==> src/sv/mfde_pkg.sv <==
// ----------------------------------------------------------------------------
// mfde_pkg: shared types and constants of the framebuffer draw engine
// Command codes, controller states and the command/status bundles that join
// the controller and the datapath.
// ----------------------------------------------------------------------------
package mfde_pkg;

    // Field widths of one input transaction (fixed by the stream format).
    localparam int XW   = 7;   // column field
    localparam int YW   = 6;   // row field
    localparam int PW   = 3;   // page field
    localparam int BW   = 8;   // stored byte
    localparam int ACCW = 10;  // signed remainder of the line stepper

    // Single set pixel, shifted into place by the row within a page.
    localparam logic [BW-1:0] PIX_BIT = 8'h01;

    typedef enum logic [1:0] {
        OP_POINT = 2'd0,
        OP_LINE  = 2'd1,
        OP_CLEAR = 2'd2,
        OP_READ  = 2'd3
    } t_op;

    typedef enum logic [2:0] {
        ST_WIPE,
        ST_IDLE,
        ST_DECODE,
        ST_PIX_RD,
        ST_PIX_WR,
        ST_BYTE_WAIT,
        ST_CLEAR,
        ST_DONE
    } t_state;

    typedef struct packed {
        logic load;       // capture the input transaction
        logic line_init;  // set up the line stepper
        logic line_step;  // advance to the next pixel of a line
        logic adj_step;   // move the row one step to settle the remainder
        logic pix_rd;     // read the byte holding the current pixel
        logic pix_wr;     // write that byte back with the pixel changed
        logic clr_wr;     // write zero at the clear counter and advance it
        logic byte_rd;    // read the byte addressed by a read command
        logic byte_cap;   // capture read data as the result
        logic push;       // move the result into the output register
    } t_cmd;

    typedef struct packed {
        t_op  op;         // captured command
        logic ok;         // command operands lie inside the store
        logic last;       // current pixel is the last of the line
        logic adj;        // row still needs an adjust step
        logic clr_last;   // clear counter is at the final address
        logic out_free;   // output register can take a result this cycle
    } t_sts;

endpackage

==> src/sv/mfde_ctrl.sv <==
// ----------------------------------------------------------------------------
// mfde_ctrl: command sequencer of the framebuffer draw engine
// Steps each command through decode, pixel read-modify-write, byte read,
// clear sweep and result delivery, after the store is wiped at reset.
// ----------------------------------------------------------------------------
module mfde_ctrl (
    input  logic            i_clk,
    input  logic            i_rst_n,
    input  logic            i_s_tvalid,
    output logic            o_s_tready,
    input  mfde_pkg::t_sts  i_sts,
    output mfde_pkg::t_cmd  o_cmd
);

    mfde_pkg::t_state r_state, n_state;

    always_ff @(posedge i_clk) begin
        if (!i_rst_n) begin
            r_state <= mfde_pkg::ST_WIPE;
        end else begin
            r_state <= n_state;
        end
    end

    always_comb begin
        n_state = r_state;
        case (r_state)
            mfde_pkg::ST_WIPE: begin
                if (i_sts.clr_last) n_state = mfde_pkg::ST_IDLE;
            end
            mfde_pkg::ST_IDLE: begin
                if (i_s_tvalid) n_state = mfde_pkg::ST_DECODE;
            end
            mfde_pkg::ST_DECODE: begin
                case (i_sts.op)
                    mfde_pkg::OP_CLEAR: n_state = mfde_pkg::ST_CLEAR;
                    mfde_pkg::OP_READ:
                        n_state = i_sts.ok ? mfde_pkg::ST_BYTE_WAIT : mfde_pkg::ST_DONE;
                    default:
                        n_state = i_sts.ok ? mfde_pkg::ST_PIX_RD : mfde_pkg::ST_DONE;
                endcase
            end
            mfde_pkg::ST_PIX_RD: begin
                if (!i_sts.adj) n_state = mfde_pkg::ST_PIX_WR;
            end
            mfde_pkg::ST_PIX_WR: begin
                if (i_sts.op == mfde_pkg::OP_POINT || i_sts.last) begin
                    n_state = mfde_pkg::ST_DONE;
                end else begin
                    n_state = mfde_pkg::ST_PIX_RD;
                end
            end
            mfde_pkg::ST_BYTE_WAIT: begin
                n_state = mfde_pkg::ST_DONE;
            end
            mfde_pkg::ST_CLEAR: begin
                if (i_sts.clr_last) n_state = mfde_pkg::ST_DONE;
            end
            mfde_pkg::ST_DONE: begin
                if (i_sts.out_free) n_state = mfde_pkg::ST_IDLE;
            end
            default: begin
                n_state = mfde_pkg::ST_IDLE;
            end
        endcase
    end

    always_comb begin
        o_cmd      = '0;
        o_s_tready = 1'b0;
        case (r_state)
            mfde_pkg::ST_WIPE, mfde_pkg::ST_CLEAR: begin
                o_cmd.clr_wr = 1'b1;
            end
            mfde_pkg::ST_IDLE: begin
                o_s_tready = 1'b1;
                o_cmd.load = i_s_tvalid;
            end
            mfde_pkg::ST_DECODE: begin
                o_cmd.line_init = (i_sts.op == mfde_pkg::OP_LINE);
                o_cmd.byte_rd   = (i_sts.op == mfde_pkg::OP_READ) && i_sts.ok;
            end
            mfde_pkg::ST_PIX_RD: begin
                o_cmd.adj_step = i_sts.adj;
                o_cmd.pix_rd   = !i_sts.adj;
            end
            mfde_pkg::ST_PIX_WR: begin
                o_cmd.pix_wr    = 1'b1;
                o_cmd.line_step = (i_sts.op == mfde_pkg::OP_LINE) && !i_sts.last;
            end
            mfde_pkg::ST_BYTE_WAIT: begin
                o_cmd.byte_cap = 1'b1;
            end
            mfde_pkg::ST_DONE: begin
                o_cmd.push = i_sts.out_free;
            end
            default: begin
                o_cmd = '0;
            end
        endcase
    end

endmodule
==> config.mk <==
export PLATFORM = sky130hd
export DESIGN_NAME = mfde_ctrl
export DESIGN_NICKNAME = d
export VERILOG_FILES = /design/src/sv/mfde_pkg.sv /design/src/sv/mfde_ctrl.sv
export SDC_FILE = /design/constraint.sdc
export NUM_CORES = 1
export LEC_CHECK = 0
export ABC_AREA = 0
export BUFFER_PORTS_ARGS = -buffer_cell sky130_fd_sc_hd__buf_2
export CAP_MARGIN = 20
export CORE_AREA = 2 2 39 41
export CTS_BUF_LIST = sky130_fd_sc_hd__clkbuf_4 sky130_fd_sc_hd__clkbuf_8
export DETAILED_ROUTE_END_ITERATION = 7
export DIE_AREA = 0 0 41 43
export REMOVE_ABC_BUFFERS = 1
export SLEW_MARGIN = 40
export SYNTH_ARGS = -nofsm -noshare
export SYNTH_HDL_FRONTEND = slang
export SYNTH_SLANG_ARGS = --single-unit
==> constraint.sdc <==
create_clock -name i_clk -period 2.9 [get_ports i_clk]
set_clock_uncertainty 0.15 [all_clocks]
set_input_delay 0.435 -clock i_clk [delete_from_list [all_inputs] [get_ports i_clk]]
set_output_delay 0.435 -clock i_clk [all_outputs]
set_load 0.01 [all_outputs]
==> impl_summary.txt, run 1 <==
----------------------------------------------------
[STA]
  Worst relative slew slack ... 62.4%
  Unrepaired setup endpoints after global routing ... false
  Number of hold violations in the final report ... 0
  Max-slew violation count ... 0
  Post-route fraction of the period consumed by the critical path ... 71.6%
  Highest Clock Rate ... 0.482 GHz
  Min cycle time layout ... 2.08 ns
  Setup Viol. Count Final ... 0
  Final hold slack ... 0.304 ns
  Total negative slack for setup checks ... 0 ns
  Pin slew with the least headroom to its limit ... 0.564 ns

[Worst setup path]
  Data required, critical path ... 2.32 ns
  Crit path max fanout ... 13
  Worst path buffer plus inverter count ... 1
  Setup slack on the worst flop-to-flop path ... 1.25 ns
  Standard cell with the maximum stage delay on the critical path ... sky130_fd_sc_hd__dfxtp_1
  Element type at the critical path end ... output port
  Delay of the slowest cell on the worst path ... 0.57 ns
  Worst Reg-to-Reg Cells ... 3
  Family with the most delay on the worst path ... flip-flops
  Critical Path Start Type ... flip-flop
  Cells along the critical path ... nor3b_2, nor4b_1, buf_2
  Category of the most critical setup path ... reg -> out
  Reg2reg end ... r_state[1]$_SDFFE_PN0P_
  Reg-to-reg critical path startpoint ... r_state[0]$_SDFFE_PN0P_
  Data arrival, critical path ... 1.49 ns

[Clock network]
  Total of hold buffers inserted after clock tree synthesis ... 0
  Maximum level of the CTS H-tree ... 1
  Buffer depth of the longest clock path ... 2
  Clock slew at reported path FFs ... 0.04 ns
  Number of CTS-inserted buffers ... 3
  Resized Gates After CTS ... 0
  # Post-CTS Setup Buffers ... 0
  Root Buffer Master ... sky130_fd_sc_hd__clkbuf_4
  Clock sink total ... 3
  Clock tree from TritonCTS ... built
  Clock insertion delay at the later pin of the skew report ... 0.23 ns

[Synthesis]
  Number of distinct library cells after synthesis ... 31
  Post-synth top area cell ... sky130_fd_sc_hd__dfxtp_1
  Cells after synthesis ... 44
  Leading post-synthesis cells by cell area ... sky130_fd_sc_hd__dfxtp_1, sky130_fd_sc_hd__nor3b_2, sky130_fd_sc_hd__o311a_1, sky130_fd_sc_hd__a311oi_2, sky130_fd_sc_hd__or2_1
  Area of the mapped netlist ... 360 sq um
  Fraction of synthesized cell area taken by the top area cell type ... 16.7%
  Share of synthesized area occupied by flip-flops and latches ... 16.7%
  Synthesis-stage register bit count ... 3
  Syn. warnings ... 0
  Average cell area after synthesis ... 8.19 sq um

[Floorplan]
  Floorplan row count ... 14
  Die width ... 41 microns
  Area of the core ... 0.00138 sq mm
  Boundary pin count ... 21
  Starting utilization of the core area ... 26.0%
  Height of the die ... 43 microns
  Floorplan die area ... 0.00176 sq mm

[Final layout]
  Most frequent standard cell in the layout excluding fill and tap cells ... sky130_fd_sc_hd__buf_2
  Leading registers by flop count ... r_state: 3 flops
  Net count of the finished layout ... 75
  Synthesis-to-layout area growth ... 33.7%
  Fin util ... 34.8%
  Max FFs per register ... 3
  Share of final-layout standard cells stronger than drive strength 1 ... 43.8%
  Footprint of the multi-input gates ... 260 sq um
  Register with the most flip-flops ... r_state
  Sequential cell area ... 60.1 sq um
  Top library cells by usage in the layout, fill and taps aside ... sky130_fd_sc_hd__buf_2, sky130_fd_sc_hd__clkbuf_4
  # fillers ... 149
  Antenna diode count ... 0

[Hold path]
  Worst hold path cell count ... 3
  Min-Delay Endpoint ... r_state[2]$_SDFFE_PN0P_
  HP Class ... in -> reg
  Startpoint of the most critical hold path ... i_rst_n

[Route]
  Via count of the routed design ... 408
  TritonRoute pass-1 iters ... 4
  Vias per std cell ... 5.10
  Count of unresolved DRC violations after routing ... 0
  Post-detailed-route wirelength per cell ... 11.4 microns
  Final ANT Viol Nets ... 0
  Number of design-rule violations left by the first detailed-router iteration ... 8
  Wire length after detailed routing ... 911 microns

[Global routing]
  Wire length of the first global-routing pass ... 1420 microns
  Number of antenna violations at the first check in global routing ... 0
  GRT Total Usage ... 11.1%
  Global route total overflow ... 0
  Via count of the first global-routing pass ... 346
  Maximum number of pins on one net before global-route repair ... 18

[Placed design]
  Input/output buffers ... 20
  Final Wtd Congestion ... 0.747
  Detailed placement HPWL ... 658 microns

[Power and ir drop]
  Cell leakage power ... 0.000242 uW
  Net switching component of the power ... 63.8 uW
  Switching power share of the total ... 31.7%
  Relative contribution of sequential cells to total power ... 30.5%
  Part of the total power dissipated in combinational logic ... 28.3%
  Portion of total power attributed to the clock network ... 41.2%
  Worst supply voltage drop on vdd ... 0.174 mV
  Internal power consumption ... 137 uW
  Power per cell area ... 418 mW/mm^2

[Run]
  Max Cap Viol ... 0

[Status]
  Result of the run ... finished, final reports clean

----------------------------------------------------
[worst min-delay path: stages]
cell and delay, ns:
sky130_fd_sc_hd__buf_2 0.11, sky130_fd_sc_hd__inv_1 0.05, sky130_fd_sc_hd__a311oi_1 0.03
[power by group through the flow]
stage	clock network [uW]	registers, uW	logic, uW
3_3_place_gp	0	61.0	57.0
4_1_cts	84.7	61.1	57.6
2_1_floorplan	0	57.9	36.9
3_5_place_dp	0	61.7	57.4
5_1_grt	85.9	63.0	62.5
6_report	82.9	61.4	56.9
[worst max path at each step]
stage / startpoint / endpoint / cells past startpoint
2_1_floorplan: r_state[2]$_SDFFE_PN0P_ / o_cmd[7] / 2
3_3_place_gp: r_state[2]$_SDFFE_PN0P_ / o_cmd[7] / 3
3_5_place_dp: r_state[2]$_SDFFE_PN0P_ / o_cmd[7] / 3
4_1_cts: r_state[2]$_SDFFE_PN0P_ / o_cmd[7] / 3
5_1_grt: r_state[2]$_SDFFE_PN0P_ / o_cmd[7] / 3
6_report: r_state[2]$_SDFFE_PN0P_ / o_cmd[7] / 3
[layout make-up]
cell class	count	share of cell area [%]
Timing Repair Buffer	20	20.8
Tap cell	16	4.16
Inverter	3	2.34
Sequential cell	3	12.5
Multi-Input combinational cell	34	54.0
Clock buffer	4	6.23
[Yosys cell counts (all sizes together)]
cell     number
a31oi         1
o21ai         1
mux2i         1
or2           2
and4          1
or4b          1
o2111ai       1
and3b         1
nor4bb        1
and4b         1
buf           4
a32oi         1
o21ba         1
nor2          3
dfxtp         3
a311oi        2
o311a         2
a211o         1
a21o          1
nor2b         1
inv           3
nor3b         3
and2          1
a21oi         1
nand2         3
nor4b         1
nand3         2
[per-layer routing]
| layer | GRT usage, % | share of wire [%] | vias to the layer above |
|---|---|---|---|
| met2 | 15.6 | 48 | 15 |
| met4 | 4.00 | 0 | 0 |
| li1 | - | - | 207 |
| met1 | 16.6 | 46 | 186 |
| met5 | 0 | 0 | - |
| met3 | 1.57 | 6.3 | 0 |
[per-stage QoR]
| step | power (uW) | std cells | instance area [sq um] | setup slack (ns) |
|---|---|---|---|---|
| finish | 201 | 80 | 482 | 0.825 |
| global route | 211 | 80 | 482 | 0.672 |
| CTS | 203 | 80 | 482 | 0.808 |
| detailed placement | 119 | 76 | 452 | 1.05 |
| global placement | 118 | 76 | 452 | 1.08 |
| floorplan | 94.8 | 40 | 332 | 1.03 |
[cell families (layout without fill, tap and decap cells)]
logic type / Yosys count / count (layout) / synth area share [%]
AOI/OAI and AO/OA: 12 / 12 / 28.8
buffers and inverters: 7 / 27 / 11.1
DFF: 3 / 3 / 16.7
muxes: 1 / 1 / 2.78
and+or+nand+nor: 21 / 21 / 40.6
(Power assumes the default switching activity.)
==> run 2, diff against run 1 <==
Clock period 2.9 ns to 2 ns, I/O delays scaled along.
==> run 2 against run 1 <==
Net effect:
- utilization rose by 0.18 points
- register-to-register slack got worse by 0.83 ns
- power rose by 48%
- largest power group unchanged
- highest routed layer unchanged
==> impl_summary.txt, run 2 (synthesized netlist as in run 1, its figures left out) <==
----------------------------------------------------
[Status]
  Result of the run ... finished, final reports clean

[Clock network]
  Clock sink total ... 3 (unchanged)
  Resized Gates After CTS ... 0 (unchanged)
  Total of hold buffers inserted after clock tree synthesis ... 0 (unchanged)
  Clock tree from TritonCTS ... built
  Root Buffer Master ... sky130_fd_sc_hd__clkbuf_4
  Maximum level of the CTS H-tree ... 1 (unchanged)
  Clock insertion delay at the later pin of the skew report ... 0.24 ns (about the same)
  Number of CTS-inserted buffers ... 3 (unchanged)
  # Post-CTS Setup Buffers ... 0 (unchanged)
  Clock slew at reported path FFs ... 0.04 ns (about the same)
  Buffer depth of the longest clock path ... 2 (unchanged)

[Route]
  Vias per std cell ... 4.95 (-2.9%)
  Count of unresolved DRC violations after routing ... 0 (unchanged)
  TritonRoute pass-1 iters ... 2 (-2)
  Final ANT Viol Nets ... 0 (unchanged)
  Via count of the routed design ... 396 (-2.9%)
  Number of design-rule violations left by the first detailed-router iteration ... 3 (-5)
  Wire length after detailed routing ... 917 microns (+0.66%)
  Post-detailed-route wirelength per cell ... 11.5 microns (+0.66%)

[Floorplan]
  Floorplan row count ... 14 (unchanged)
  Area of the core ... 0.00138 sq mm (unchanged)
  Height of the die ... 43 microns (unchanged)
  Boundary pin count ... 21 (unchanged)
  Die width ... 41 microns (unchanged)
  Floorplan die area ... 0.00176 sq mm (unchanged)
  Starting utilization of the core area ... 26.0% (unchanged)

[Global routing]
  Wire length of the first global-routing pass ... 1390 microns (-2.0%)
  Global route total overflow ... 0 (unchanged)
  Maximum number of pins on one net before global-route repair ... 18 (unchanged)
  GRT Total Usage ... 11.8% (+0.70 points)
  Number of antenna violations at the first check in global routing ... 0 (unchanged)
  Via count of the first global-routing pass ... 335 (-3.2%)

[Worst setup path]
  Data required, critical path ... 1.55 ns (-0.77 ns)
  Category of the most critical setup path ... reg -> out
  Data arrival, critical path ... 1.36 ns (-0.13 ns)
  Crit path max fanout ... 17 (+4)
  Worst Reg-to-Reg Cells ... 3 (unchanged)
  Element type at the critical path end ... output port
  Setup slack on the worst flop-to-flop path ... 0.42 ns (-0.83 ns)
  Critical Path Start Type ... flip-flop

[STA]
  Setup Viol. Count Final ... 0 (unchanged)
  Max-slew violation count ... 0 (unchanged)
  Pin slew with the least headroom to its limit ... 0.503 ns (-0.0614 ns)
  Min cycle time layout ... 1.81 ns
  Post-route fraction of the period consumed by the critical path ... 90.7%
  Worst relative slew slack ... 66.4% (+4.1 points)
  Total negative slack for setup checks ... 0 ns (unchanged)
  Highest Clock Rate ... 0.551 GHz
  Number of hold violations in the final report ... 0 (unchanged)
  Unrepaired setup endpoints after global routing ... false

[Power and ir drop]
  Post-layout total power ... 298 uW (+48%)
  Worst supply voltage drop on vdd ... 0.305 mV (+75%)
  Cell leakage power ... 0.000243 uW (+0.30%)
  Power per cell area ... 615 mW/mm^2 (+47%)

[Final layout]
  Register with the most flip-flops ... r_state
  Share of final-layout standard cells stronger than drive strength 1 ... 46.9% (+3.1 points)
  Antenna diode count ... 0 (unchanged)
  Max FFs per register ... 3 (unchanged)
  Finished Cell Area ... 484 sq um (+0.52%)
  Most frequent standard cell in the layout excluding fill and tap cells ... sky130_fd_sc_hd__buf_2
  Leading registers by flop count ... r_state: 3 flops
  Top library cells by usage in the layout, fill and taps aside ... sky130_fd_sc_hd__buf_2, sky130_fd_sc_hd__clkbuf_4, sky130_fd_sc_hd__nand2_1, sky130_fd_sc_hd__nor2_1, sky130_fd_sc_hd__inv_1
  Synthesis-to-layout area growth ... 34.4%
  Net count of the finished layout ... 75 (unchanged)

[Placed design]
  Final Wtd Congestion ... 0.778 (+4.3%)
  Placed Instance Area ... 452 sq um (unchanged)
  Input/output buffers ... 20 (unchanged)
  Detailed placement HPWL ... 682 microns (+3.7%)

[Run]
  Max Cap Viol ... 0 (unchanged)

[Hold path]
  HP Class ... in -> reg
  Worst hold path cell count ... 3 (unchanged)

----------------------------------------------------
[run 2: power breakdown]
part           leakage, uW  total (uW)  internal [uW]  switching (uW)
Combinational     0.000199        82.9           45.0            37.8
Sequential       0.0000254        89.8           66.5            23.3
Clock            0.0000184         125           88.6            36.3
[run 2: worst max-delay path: stages (launching register included)]
cell and delay, ns:
sky130_fd_sc_hd__dfxtp_1 0.62, sky130_fd_sc_hd__nor4bb_1 0.33, sky130_fd_sc_hd__buf_2 0.17
[run 2: worst paths after layout]
| path | start | end |
|---|---|---|
| setup / recovery | r_state[1]$_SDFFE_PN0P_ | o_cmd[5] |
| setup reg to reg | r_state[1]$_SDFFE_PN0P_ | r_state[1]$_SDFFE_PN0P_ |
| hold reg to reg | r_state[2]$_SDFFE_PN0P_ | r_state[2]$_SDFFE_PN0P_ |
| hold / removal | i_rst_n | r_state[2]$_SDFFE_PN0P_ |
[run 2: layout make-up]
class	instances	area [sq um]
Clock buffer	4	30.0
Multi-Input combinational cell	34	260
Fill cell	160	900
Tap cell	16	20.0
Timing Repair Buffer	20	100
Sequential cell	3	62.6
Inverter	3	11.3
[run 2: metal layers]
| metal | track usage [%] | vias to the layer above | routed length [microns] |
|---|---|---|---|
| met4 | 4.00 | 0 | 0 |
| met5 | 0 | - | 0 |
| met3 | 6.28 | 0 | 62 |
| li1 | - | 212 | - |
| met2 | 15.6 | 13 | 402 |
| met1 | 16.0 | 171 | 452 |
[run 2: stage by stage]
step                      cells  hold slack [ns]  worst slack [ns]  util [%]
after floorplan              40            0.262             0.263         -
after global placement       76            0.405             0.321      32.6
after detailed placement     76            0.403             0.316      32.6
after CTS                    80            0.150            0.0618      34.8
after global routing         80            0.148            0.0578      35.0
final                        80            0.148             0.186      35.0
